$ cat src/hw/rtl/hss_pkg.sv
package hss_pkg;

  // register indexes, taken from paddr[4:3]
  localparam logic [1:0] REG_KEY_LO  = 2'd0;
  localparam logic [1:0] REG_KEY_HI  = 2'd1;
  localparam logic [1:0] REG_KEY_LEN = 2'd2;

  // request codes
  localparam logic REQ_BYTE  = 1'b0;
  localparam logic REQ_RESET = 1'b1;

  // ascii codes used by the folding rules
  localparam logic [7:0] CHR_SPACE = 8'h20;
  localparam logic [7:0] CHR_TAB   = 8'h09;
  localparam logic [7:0] CHR_CR    = 8'h0D;
  localparam logic [7:0] CHR_LF    = 8'h0A;
  localparam logic [7:0] CHR_LOW_A = 8'h61;
  localparam logic [7:0] CHR_LOW_Z = 8'h7A;
  localparam logic [7:0] CASE_DIFF = 8'h20;

  // search flags carried between the match logic and the state register
  typedef struct packed {
    logic match_found;
    logic after_newline;
  } hss_flags_t;

endpackage

$ cat src/hw/rtl/hss_match.sv
module hss_match
  import hss_pkg::*;
#(
  parameter int MAX_KEY_BYTES = 16
) (
  input  logic [63:0]              key_lo,
  input  logic [63:0]              key_hi,
  input  logic [4:0]               key_length,
  input  logic                     req,
  input  logic [7:0]               chr_in,
  input  logic [MAX_KEY_BYTES-1:0] pm,
  input  hss_flags_t               flags,
  output logic [MAX_KEY_BYTES-1:0] pm_next,
  output hss_flags_t               flags_next
);

  localparam logic [4:0] LEN_SAT = 5'((MAX_KEY_BYTES > 31) ? 31 : MAX_KEY_BYTES);

  logic [7:0]               key_arr [MAX_KEY_BYTES];
  logic [4:0]               len_eff;
  logic [7:0]               chr_up;
  logic [7:0]               chr;
  logic                     clear;
  logic                     nl_now;
  logic                     skip;
  logic [MAX_KEY_BYTES-1:0] pm_base;
  logic [MAX_KEY_BYTES-1:0] adv;
  logic [MAX_KEY_BYTES-1:0] hit_k;
  logic [MAX_KEY_BYTES-1:0] grow;
  logic                     hit;

  // key bytes, positions past the two registers read as zero
  for (genvar k = 0; k < MAX_KEY_BYTES; k++) begin : g_key
    if (k < 8) begin : g_lo
      assign key_arr[k] = key_lo[8*k +: 8];
    end else if (k < 16) begin : g_hi
      assign key_arr[k] = key_hi[8*(k-8) +: 8];
    end else begin : g_zero
      assign key_arr[k] = 8'h00;
    end
  end

  // effective key length, zero means one, clipped to the array size
  always_comb begin
    if (key_length == 5'd0) begin
      len_eff = 5'd1;
    end else if (int'(key_length) > MAX_KEY_BYTES) begin
      len_eff = LEN_SAT;
    end else begin
      len_eff = key_length;
    end
  end

  // upper-case, line folding and skipping of line ends
  always_comb begin
    if (chr_in >= CHR_LOW_A && chr_in <= CHR_LOW_Z) begin
      chr_up = chr_in - CASE_DIFF;
    end else begin
      chr_up = chr_in;
    end
    if (flags.after_newline) begin
      clear = !(chr_up == CHR_SPACE || chr_up == CHR_TAB);
      chr   = CHR_SPACE;
    end else begin
      clear = 1'b0;
      chr   = chr_up;
    end
    nl_now  = (chr == CHR_LF);
    skip    = (chr == CHR_CR) || (chr == CHR_LF);
    pm_base = clear ? '0 : pm;
  end

  // first key byte starts a new partial match
  assign adv[0]   = (chr == key_arr[0]);
  assign hit_k[0] = adv[0] && (len_eff == 5'd1);
  assign grow[0]  = 1'b0;

  // every active partial match advances or dies in parallel
  for (genvar k = 1; k < MAX_KEY_BYTES; k++) begin : g_adv
    assign adv[k]   = pm_base[k] && (k < int'(len_eff)) && (key_arr[k] == chr);
    assign hit_k[k] = adv[k] && (int'(len_eff) == k + 1);
    assign grow[k]  = adv[k-1] && (int'(len_eff) != k);
  end

  assign hit = |hit_k;

  // state update for one word
  always_comb begin
    pm_next    = pm;
    flags_next = flags;
    if (req == REQ_RESET) begin
      pm_next                = '0;
      flags_next.match_found = 1'b0;
    end else if (!flags.match_found) begin
      flags_next.after_newline = nl_now;
      if (skip) begin
        pm_next = pm_base;
      end else begin
        pm_next                = grow;
        flags_next.match_found = hit;
      end
    end
  end

endmodule

$ cat src/hw/rtl/header_substring_search_unit.sv
// Case-insensitive key search over a stream of header bytes. Each word on
// the header channel is either a byte (req_type 0) or a search reset
// (req_type 1); every word yields one result word carrying the found flag.
// The block takes one word per clock cycle while the result channel does not
// stall: a word is held in an input register while the parallel match update
// and the flags are computed, then moves to the result register. The rate
// is set by the single state update that each byte makes to the
// partial-match vector. The key (up to 16 bytes, already upper case) and its
// length are written over the APB port at byte addresses 0, 8 and 16; the user
// must write them only while the stream is idle, the block does not enforce it.
module header_substring_search_unit
  import hss_pkg::*;
#(
  parameter int MAX_KEY_BYTES = 16
) (
  input  logic        clk,
  input  logic        rst,
  // header channel
  input  logic        hdr_valid,
  output logic        hdr_stall,
  input  logic        req_type,
  input  logic [7:0]  header_byte,
  // result channel
  output logic        res_valid,
  input  logic        res_stall,
  output logic        found,
  // configuration port
  input  logic        psel,
  input  logic        penable,
  input  logic        pwrite,
  input  logic [4:0]  paddr,
  input  logic [63:0] pwdata,
  output logic [63:0] prdata,
  output logic        pready
);

  logic [63:0]              key_lo;
  logic [63:0]              key_hi;
  logic [4:0]               key_length;
  logic                     in_full;
  logic                     in_req;
  logic [7:0]               in_byte;
  logic                     move;
  logic [MAX_KEY_BYTES-1:0] pm;
  logic [MAX_KEY_BYTES-1:0] pm_next;
  hss_flags_t               flags;
  hss_flags_t               flags_next;

  // configuration registers
  assign pready = 1'b1;

  always_ff @(posedge clk) begin
    if (rst) begin
      key_lo     <= '0;
      key_hi     <= '0;
      key_length <= 5'd1;
    end else if (psel && penable && pwrite) begin
      case (paddr[4:3])
        REG_KEY_LO:  key_lo     <= pwdata;
        REG_KEY_HI:  key_hi     <= pwdata;
        REG_KEY_LEN: key_length <= pwdata[4:0];
        default: ;
      endcase
    end
  end

  always_comb begin
    case (paddr[4:3])
      REG_KEY_LO:  prdata = key_lo;
      REG_KEY_HI:  prdata = key_hi;
      REG_KEY_LEN: prdata = {59'd0, key_length};
      default:     prdata = '0;
    endcase
  end

  // handshake: the input register drains whenever the result slot frees
  assign move      = !res_valid || !res_stall;
  assign hdr_stall = in_full && !move;

  // input register
  always_ff @(posedge clk) begin
    if (rst) begin
      in_full <= 1'b0;
    end else if (!hdr_stall) begin
      in_full <= hdr_valid;
    end
  end

  always_ff @(posedge clk) begin
    if (!hdr_stall) begin
      in_req  <= req_type;
      in_byte <= header_byte;
    end
  end

  // match logic
  hss_match #(
    .MAX_KEY_BYTES(MAX_KEY_BYTES)
  ) u_match (
    .key_lo    (key_lo),
    .key_hi    (key_hi),
    .key_length(key_length),
    .req       (in_req),
    .chr_in    (in_byte),
    .pm        (pm),
    .flags     (flags),
    .pm_next   (pm_next),
    .flags_next(flags_next)
  );

  // search state and result register
  always_ff @(posedge clk) begin
    if (rst) begin
      pm        <= '0;
      flags     <= '0;
      res_valid <= 1'b0;
    end else if (move) begin
      res_valid <= in_full;
      if (in_full) begin
        pm    <= pm_next;
        flags <= flags_next;
      end
    end
  end

  always_ff @(posedge clk) begin
    if (move && in_full) begin
      found <= flags_next.match_found;
    end
  end

  // a reset request always reports not found
  a_reset_clears: assert property (@(posedge clk) disable iff (rst)
    (move && in_full && in_req == REQ_RESET) |=> (res_valid && !found))
    else $error("reset request did not clear found");

  // found stays set until a reset request passes
  a_found_sticky: assert property (@(posedge clk) disable iff (rst)
    (flags.match_found && !(move && in_full && in_req == REQ_RESET))
    |=> flags.match_found)
    else $error("found flag dropped without reset request");

  // a stalled result keeps the search state frozen
  a_hold_on_stall: assert property (@(posedge clk) disable iff (rst)
    (res_valid && res_stall) |=> ($stable(pm) && $stable(flags)))
    else $error("search state moved while result stalled");

  // no partial match of zero bytes is ever recorded
  a_no_empty_match: assert property (@(posedge clk) disable iff (rst)
    !pm[0])
    else $error("partial match bit zero set");

endmodule

$ cat config.mk
export PLATFORM = sky130hd
export DESIGN_NAME = header_substring_search_unit
export DESIGN_NICKNAME = d
export VERILOG_FILES = /design/src/hw/rtl/hss_pkg.sv /design/src/hw/rtl/hss_match.sv /design/src/hw/rtl/header_substring_search_unit.sv
export SDC_FILE = /design/constraint.sdc
export NUM_CORES = 1
export LEC_CHECK = 0
export ABC_AREA = 1
export BUFFER_PORTS_ARGS = -buffer_cell sky130_fd_sc_hd__buf_2
export CORE_ASPECT_RATIO = 0.75
export CORE_UTILIZATION = 40
export CTS_CLUSTER_SIZE = 16
export DETAILED_ROUTE_END_ITERATION = 10
export GPL_ROUTABILITY_DRIVEN = 1
export RECOVER_POWER = 25
export SLEW_MARGIN = 10
export SYNTH_ARGS = -nofsm -noshare
export SYNTH_HDL_FRONTEND = slang
export SYNTH_SLANG_ARGS = --single-unit
export TNS_END_PERCENT = 50
$ cat constraint.sdc
create_clock -name clk -period 2.05 [get_ports clk]
set_input_delay 0.41 -clock clk [delete_from_list [all_inputs] [get_ports clk]]
set_output_delay 0.41 -clock clk [all_outputs]
set_load 0.03 [all_outputs]
==> impl_metrics.ini, run 1 <==
[outcome]
status = finished with violations
violations = setup timing

[global_route]
grt_pass1_wl_um = 50100
grt_use_total_pct = 27.7
antenna_found_initial = 0
gr-total-overflow = 0
grt_start_max_net_pins = 110
grt_pass1_vias = 9024

[synth]
synth_area_sq_um = 9160
avgSynthCellArea_sq_um = 6.83
synth_cells = 1341
synth_edf_count = 10
yosysWarnings = 0
ys_types = 43
synth_seq_cells = 162
synth_area_leader_cell = dfxtp_1
async_flop_share_pct = 0
synthFlopType = dfxtp_1
synth_top_area_share_pct = 33.2
seq_area_frac_synth_pct = 36.5
synth_area_leaders = dfxtp_1 (33%), nand2_1 (9.1%), o21ai_0 (8.4%)
synth_nets = 1427

[clocking]
cts_hold_buffers = 0
tritoncts = built
htreeDepth = 4
cts_root_buffer = clkbuf_16
insertion_delay_ps = 440
cts_sinks = 162
cts_buffers = 17
cts.clk_slew.worst_paths_ps = 70
clock_tree.buffer_depth = 2

[timing]
setup_violations = 17
setup_ws_ps = -357
skew_ps = 12.1
min_period_over_period_pct = 117
post-route-min-period_ps = 2410
worst_pin_slew_ps = 1020
fmax_mhz = 415
final_hold_viol_count = 0
maxSlewViolCount = 0
maxSlewHeadroom_pct = 32.1
rsz0062_at_grt = true

[setup_path]
startpoint_type = register
crit_path_end_kind = register
path_class = reg2reg
reg2reg_from = in_byte[2]$_DFFE_PN_
crit_path_start = in_byte[2]$_DFFE_PN_
cp.arrival_ps = 2600
crit_fanout = 4
worstPathRequired_ps = 2250

[power]
combPwrFrac_pct = 17.1
cellInternalPower_mw = 5.60
power_mw = 8.00
seqPwrFrac_pct = 41.3
p_sw_share_pct = 30.0
power_density_nw_per_um2 = 662
clock_power_share_pct = 41.6
p_leak_nw = 5.30
power.net_switching_mw = 2.40
irDropWorstVdd_uv = 590

[placed_design]
portBuffers = 148
gp_congestion = 0.889
dp_cells = 1822
hpwl_um = 22800

[min_path]
min_path_type = in2reg
worstHoldStart = header_byte[0]

[route]
drt_iter0_markers = 933
ant_nets = 0
wl_per_cell_um = 17.4
viasPerCell = 5.30
dr.pass1.iters = 5
wirelength_um = 32500
drc = 0
vias = 9918

[floorplan]
coreArea_sq_um = 22200
start_util_pct = 41.2
ios = 153
die_width_um = 177
rows = 47
die_h_um = 133
dieArea_sq_um = 23500

[finish]
n_antenna_cell = 0
final_nets = 1650
fillers = 2191
layoutNonFillerInstCount = 1871
final_cell_mix = nand2_1 (219), dfxtp_1 (151), o21ai_0 (148)
synthToLayoutAreaGrowth_pct = 32.1
drive_gt1_share_pct = 25.2
mostFrequentLayoutCell = nand2_1

[flow_run]
maxCapViolations = 0
worst paths after layout:
path / endpoint / slack (ps) / depth (start not counted)
max: found$_DFFE_PP_ / -360 / 17
min: in_byte[0]$_DFFE_PN_ / 140 / 1
max reg2reg: found$_DFFE_PP_ / -360 / 17
min reg2reg: pm[5]$_SDFFE_PP0P_ / 460 / 2
worst max-delay path: stages, from the launching register on:
cell and delay, ps:
edfxtp_1 450, inv_2 90, nand2_2 60, nor2_2 120, nand2_2 70, nand3_4 100, nand3_2 120, nand3_4 160
buf_4 160, nand2_1 70, nand3_1 80, nor2_1 60, nand3_1 120, nand2_1 60, nor2_1 120, nand2_2 80
o21ai_2 170, nand2_1 60
through the flow:
stage               instance area, sq um  hold WS, ps  setup WS [ps]  setup TNS [ps]  util [%]
finish                             12100          143           -357           -4780      54.4
global route                       12100          124           -581           -9670      54.4
CTS                                12000          127           -311           -3950      54.0
detailed placement                 11000          453           -393           -4400      49.4
global placement                   11000          449           -356           -3800      49.4
floorplan                           9160          441           -141           -6110         -
cells in the mapped netlist (all sizes together) (2+ instances only):
cell type,number
nand2,241
o21ai,169
inv,154
dfxtp,152
nor2,142
a21oi,131
nand3,87
clkbuf,57
xor2,51
o22ai,38
nand4,24
buf,23
o211ai,15
a21boi,13
edfxtp,10
a22o,8
nor3,8
o221ai,5
nand3b,3
o2111ai,3
nor4,2
power groups by stage:
stage / clock, mW / sequential [mW] / combinational, mW
2_1_floorplan: 0 / 3.36 / 0.702
3_3_place_gp: 0 / 3.37 / 1.22
3_5_place_dp: 0 / 3.37 / 1.23
4_1_cts: 3.37 / 3.30 / 1.33
5_1_grt: 3.48 / 3.31 / 1.48
6_report: 3.32 / 3.30 / 1.37
cells by family (layout without fill, tap and decap cells):
| logic type | Yosys count | in the layout | synth area share, % |
|---|---|---|---|
| flip-flops | 162 | 162 | 36.5 |
| XOR/XNOR | 51 | 51 | 4.88 |
| other | 1 | 1 | 0.0410 |
| buffers and inverters | 235 | 470 | 10.6 |
| adder cells (fa/ha/maj) | 1 | 1 | 0.137 |
| AND/OR/NAND/NOR | 507 | 508 | 24.1 |
| AO/OA/AOI/OAI | 384 | 384 | 23.8 |
state kept, by name, indices dropped and copies added, names as in the netlist:
signal      count
key_hi         64
in_req          1
key_length      5
in_full         1
flags           2
in_byte         8
pm             15
key_lo         64
found           1
res_valid       1
layer usage:
layer,part of all wire (%),vias up,track usage [%]
met5,0,-,0
met4,1.8,0,8.05
met3,7.5,41,4.94
met2,41,408,39.0
met1,50,4564,42.2
li1,-,4905,-
final cells by class:
cell class                 instances  area [sq um]  share of cell area [%]
clock buffer                      19           464                    3.84
sequential                       162          3340                    27.7
inverter                         155           593                    4.90
multi-input combinational        945          5100                    42.2
tap                              294           368                    3.04
clock inverter                    13           138                    1.14
timing repair buffer             283          2090                    17.2
what timing repair did:
action,in CTS,in global routing
resized for setup,49,23
endpoints found under the hold margin,0,0
setup buffers,8,4
pin swaps,10,8
endpoints found under the setup margin,18,18
cloned,5,0
No activity file was read; power rests on OpenSTA's default activity.
==> run 2, diff against run 1 <==
Clock period 2.05 ns to 2.47 ns, I/O delays scaled along.
==> run 2 against run 1 <==
  * The flow still finishes with violations (setup timing)
  * Die area unchanged
  * Clock skew hardly changed
  * Routed wire length shrank 1.3%
  * Cell area is 3.3% lower
  * Global-route usage hardly changed
  * Count of clock-buffer cells in the layout increased by 3
  * Power is 17% lower
  * Critical path type unchanged
  * Highest routed layer unchanged
==> impl_metrics.ini, run 2 (synthesized netlist as in run 1, its figures left out) <==
[route]
vias = 9730
drc = 0
drt_iter0_markers = 847
ant_nets = 0
viasPerCell = 5.31
wirelength_um = 32100
dr.pass1.iters = 6
wl_per_cell_um = 17.5

[clocking]
htreeDepth = 4
tritoncts = built
cts_sinks = 162
insertion_delay_ps = 440
clock_tree.buffer_depth = 2
cts.clk_slew.worst_paths_ps = 70
cts_root_buffer = clkbuf_16
cts_buffers = 17
cts_hold_buffers = 0

[timing]
post-route-min-period_ps = 2540
fmax_mhz = 394
maxSlewHeadroom_pct = 7.66
min_period_over_period_pct = 103
worst_pin_slew_ps = 1390
rsz0062_at_grt = true
setup_ws_ps = -67.1
final_hold_viol_count = 0
skew_ps = 12.1
setup_violations = 3
maxSlewViolCount = 0

[power]
irDropWorstVdd_uv = 532
p_sw_share_pct = 28.9
power.net_switching_mw = 1.92
seqPwrFrac_pct = 41.2
power_density_nw_per_um2 = 569
p_leak_nw = 5.05
combPwrFrac_pct = 16.4
cellInternalPower_mw = 4.73
clock_power_share_pct = 42.4

[finish]
fillers = 2193
drive_gt1_share_pct = 23.7
mostFrequentLayoutCell = nand2_1
final_cell_mix = nand2_1 (215), o21ai_0 (152), dfxtp_1 (151)
fin_area_sq_um = 11700
final_nets = 1612
layoutNonFillerInstCount = 1833
synthToLayoutAreaGrowth_pct = 27.7
top_regs = key_hi: 64 flops, key_lo: 64 flops, pm: 15 flops
n_antenna_cell = 0

[floorplan]
die_width_um = 177
start_util_pct = 41.2
die_h_um = 133
ios = 153
rows = 47
coreArea_sq_um = 22200
dieArea_sq_um = 23500

[flow_run]
maxCapViolations = 0

[placed_design]
post_dp_cell_area_sq_um = 10600
gp_congestion = 0.918
dp_cells = 1787
portBuffers = 148
hpwl_um = 22100

[setup_path]
crit_fanout = 7
path_cells = nor2_1, nand3_2, nand2_1, nand2_2, nand2_4, nand2_8, buf_12, buf_16, nand3_1, nand2_1, nand3_1, nor2_1, nand3_1, nand2_1, nor2_1, nand2_2, o21ai_4, nand2_2
cpMaxStageDelayCell = edfxtp_1
path_class = reg2reg
critPathTopFamily = simple AND/OR/NAND/NOR gates
worstPathRequired_ps = 2660
path_buf_inv = 2
crit_path_end_kind = register
slowest_delay_ps = 440
startpoint_type = register
cp.arrival_ps = 2730

[outcome]
status = finished with violations
violations = setup timing

[global_route]
grt_pass1_wl_um = 49800
antenna_found_initial = 0
grt_use_total_pct = 27.7
gr-total-overflow = 0
grt_start_max_net_pins = 80
grt_pass1_vias = 9040

[min_path]
min_path_type = in2reg
-- run 2: cell types whose count changed in the layout (fill, tap and decap cells not counted), moves of 5 or more --
cell / before / now
nand3_2: 4 / 11
buf_4: 103 / 72
nor2_2: 14 / 9
nand2_2: 9 / 17
o21ai_1: 17 / 11
inv_6: 7 / 2
nand3_1: 80 / 74
nor2_1: 125 / 131
buf_12: 17 / 8
-- run 2: final timing paths --
check	startpoint	endpoint	slack [ps]	cells past startpoint
min	header_byte[1]	in_byte[1]$_DFFE_PN_	230	1
max	in_byte[2]$_DFFE_PN_	found$_DFFE_PP_	-70	18
max reg2reg	in_byte[2]$_DFFE_PN_	found$_DFFE_PP_	-70	18
min reg2reg	pm[10]$_SDFFE_PP0P_	pm[10]$_SDFFE_PP0P_	460	2
-- run 2: layout make-up --
type                       instances  area (sq um)  area share [%]
inverter                         155           593            5.07
timing repair buffer             244          1630            14.0
sequential                       162          3340            28.6
multi-input combinational        946          5140            43.9
clock inverter                    10           119            1.02
clock buffer                      22           495            4.24
tap                              294           368            3.15
-- run 2: layer usage --
| metal | vias up | global-route usage (%) | part of all wire (%) |
|---|---|---|---|
| li1 | 4839 | - | - |
| met2 | 381 | 40.2 | 42 |
| met1 | 4464 | 40.3 | 48 |
| met3 | 46 | 6.18 | 7.8 |
| met5 | - | 0 | 0 |
| met4 | 0 | 8.48 | 1.9 |
-- run 2: what timing repair did --
| item | in CTS | in global routing |
|---|---|---|
| resized for setup | 45 | 37 |
| pin swaps | 25 | 15 |
| setup buffers | 7 | 5 |
| setup endpoints to repair | 4 | 15 |
| gates cloned | 2 | 1 |
-- run 2: power groups by stage --
| stage | registers [mW] | clock network (mW) | logic, mW |
|---|---|---|---|
| after detailed placement | 2.80 | 0 | 0.971 |
| after global routing | 2.75 | 2.97 | 1.18 |
| after global placement | 2.79 | 0 | 0.966 |
| after floorplan | 2.79 | 0 | 0.581 |
| after CTS | 2.74 | 2.85 | 1.05 |
| final | 2.74 | 2.82 | 1.09 |
-- run 2: worst reg2reg max path: stages, from the launching register on --
cell      delay [ps]
edfxtp_1         440
nor2_1           150
nand3_2           80
nand2_1           80
nand2_2          100
nand2_4          120
nand2_8          110
buf_12           150
buf_16           130
nand3_1           60
nand2_1           90
nand3_1           70
nor2_1            50
nand3_1          110
nand2_1           60
nor2_1           110
nand2_2           90
o21ai_4          210
nand2_2           90
-- run 2: per-stage QoR --
step	TNS, ps	worst slack [ps]	hold slack, ps	total power, mW	utilization (%)
floorplan	-332	-66.4	441	3.37	-
detailed placement	-169	-121	453	3.77	47.7
global route	-1420	-194	212	6.90	52.6
finish	-122	-67.1	225	6.65	52.6
global placement	-74.0	-49.1	450	3.76	47.7
CTS	-0.836	-0.836	215	6.64	51.8
==> run 3, diff against run 2 <==
Settings changed: CORE_UTILIZATION 40 to 25.
==> run 3 against run 2 <==
  * Combinational power grew 8%
  * Sequential cell count unchanged
  * Routed wire length is 13% higher
  * Critical path depth is 1 higher
  * Largest cell class unchanged
  * The run still ends with setup timing left
  * Clock skew down 1.8 ps
  * Hold slack lost 3.9 ps
==> impl_metrics.ini, run 3 (synthesized netlist as in run 1, its figures left out) <==
[power]
irDropWorstVdd_uv = 481
power_density_nw_per_um2 = 550
power.net_switching_mw = 2.04
cellInternalPower_mw = 4.67
p_leak_nw = 5.17
p_sw_share_pct = 30.4
combPwrFrac_pct = 17.5
seqPwrFrac_pct = 40.8
clock_power_share_pct = 41.6

[route]
drt_iter0_markers = 856
drc = 0
viasPerCell = 4.97
m1WireLength_um = 16500
ant_nets = 0
vias = 10100
dr.pass1.iters = 6
route.met3.wl_um = 3460
dr_wl_met2_um = 15800
wl_per_cell_um = 17.9
routed.top_layer = met4
wirelength_um = 36200

[timing]
worst_pin_slew_ps = 1310
skew_ps = 10.4
setup_violations = 3
tns_ps = -112
maxSlewHeadroom_pct = 12.7
maxSlewViolCount = 0
rsz0062_at_grt = true
fmax_mhz = 389
post-route-min-period_ps = 2570
setup_ws_ps = -98.8
min_period_over_period_pct = 104
holdWs_ps = 221
final_hold_viol_count = 0

[setup_path]
cpMaxStageDelayCell = edfxtp_1
cp.arrival_ps = 2760
path_cells = inv_2, nand2_1, nor2_2, nand2_2, nand2_4, nand2_4, nand2_8, buf_8, nand3_1, nand2_1, inv_1, nand2_1, nor2_2, nand3b_1, nand2_1, nor2_4, nand2_2, o21ai_4, nand2_1
slowest_delay_ps = 460
path_class = reg2reg
crit_fanout = 7
startpoint_type = register
r2r_cells = 19
crit_top_cell = nand2_1
reg2reg_from = in_byte[4]$_DFFE_PN_
crit_path_end_kind = register
worstPathRequired_ps = 2660
reg2reg_setup_slack_ps = -100
reg2reg_to = found$_DFFE_PP_

[floorplan]
dieArea_sq_um = 37400
die_h_um = 168
rows = 60
coreArea_sq_um = 36000
die_width_um = 223
start_util_pct = 25.5
ios = 153

[clocking]
insertion_delay_ps = 450
cts_sinks = 162
cts_hold_buffers = 0
tritoncts = built
htreeDepth = 4
clock_tree.buffer_depth = 2
cts.clk_slew.worst_paths_ps = 70
cts_root_buffer = clkbuf_16
cts_buffers = 17

[min_path]
hold_end = in_byte[0]$_DFFE_PN_
worstHoldStart = header_byte[0]
min_path_type = in2reg
hold_path_depth = 1

[outcome]
status = finished with violations
violations = setup timing

[finish]
final_cell_mix = nand2_1 (215), o21ai_0 (153), dfxtp_1 (152)
synthToLayoutAreaGrowth_pct = 33.2
drive_gt1_share_pct = 24.9
mostFrequentLayoutCell = nand2_1
layoutNonFillerInstCount = 2024
top_regs = key_hi: 64 flops, key_lo: 64 flops, pm: 15 flops
final_nets = 1630

[global_route]
grt_start_max_net_pins = 137
grt_pass1_wl_um = 53800
grt_pass1_vias = 9174
gr-total-overflow = 0
antenna_found_initial = 2
grt_use_total_pct = 18.7

[placed_design]
gp_congestion = 0.868
portBuffers = 148
hpwl_um = 25500
dp_cells = 1968

[flow_run]
maxCapViolations = 0
run 3: cell count changes in the layout (fill, tap and decap cells not counted), sizes merged:
cell      delta
clkinv       +3
buf         +18
clkinvlp     +1
diode        +2
clkbuf       -3
nand2        -1
run 3: final cells by class:
| cell class | instances | area, sq um |
|---|---|---|
| Inverter | 155 | 596 |
| Tap cell | 465 | 582 |
| Timing Repair Buffer | 263 | 1910 |
| Fill cell | 3765 | 23800 |
| Sequential cell | 162 | 3340 |
| Multi-Input combinational cell | 945 | 5160 |
| Clock buffer | 18 | 439 |
| Antenna cell | 2 | 5.00 |
| Clock inverter | 14 | 155 |
run 3: worst max-delay path: cells and delay by family, from the launching register on:
kind | cells | cell delay, ps
compound gates | 1 | 180
buf+inv | 3 | 280
flops | 1 | 460
simple gates | 15 | 1350
run 3: stage by stage:
stage	utilization (%)	cell area [sq um]	power [mW]	worst slack [ps]
floorplan	-	9160	3.37	-66.4
global placement	30.6	11000	3.80	-96.3
detailed placement	30.6	11000	3.81	-127
CTS	33.1	11900	6.65	-20.1
global route	33.9	12200	6.96	-256
finish	33.9	12200	6.71	-98.8
run 3: timing repair:
action / in CTS / in global routing
gates resized for setup: 37 / 51
endpoints found under the setup margin: 3 / 17
gates cloned: 2 / 1
pin swaps: 27 / 42
buffers inserted: 11 / 9
run 3: worst max path at each step:
| stage | startpoint | endpoint | cells after the start |
|---|---|---|---|
| 2_1_floorplan | paddr[3] | prdata[12] | 6 |
| 3_3_place_gp | in_byte[2]$_DFFE_PN_ | found$_DFFE_PP_ | 17 |
| 3_5_place_dp | in_byte[2]$_DFFE_PN_ | found$_DFFE_PP_ | 17 |
| 4_1_cts | flags[0]$_SDFFE_PP0P_ | found$_DFFE_PP_ | 17 |
| 5_1_grt | in_byte[4]$_DFFE_PN_ | found$_DFFE_PP_ | 19 |
| 6_report | in_byte[4]$_DFFE_PN_ | found$_DFFE_PP_ | 19 |
run 3: routing by layer:
layer,track usage [%],up-vias
li1,-,4877
met1,26.4,4710
met2,28.2,445
met3,5.12,30
met4,3.81,0
met5,0,-
run 3: power by group through the flow:
| stage | clock network [mW] | logic [mW] | registers (mW) |
|---|---|---|---|
| after floorplan | 0 | 0.581 | 2.79 |
| after global placement | 0 | 1.01 | 2.79 |
| after detailed placement | 0 | 1.01 | 2.80 |
| after CTS | 2.82 | 1.10 | 2.74 |
| after global routing | 2.95 | 1.26 | 2.75 |
| final | 2.79 | 1.18 | 2.74 |
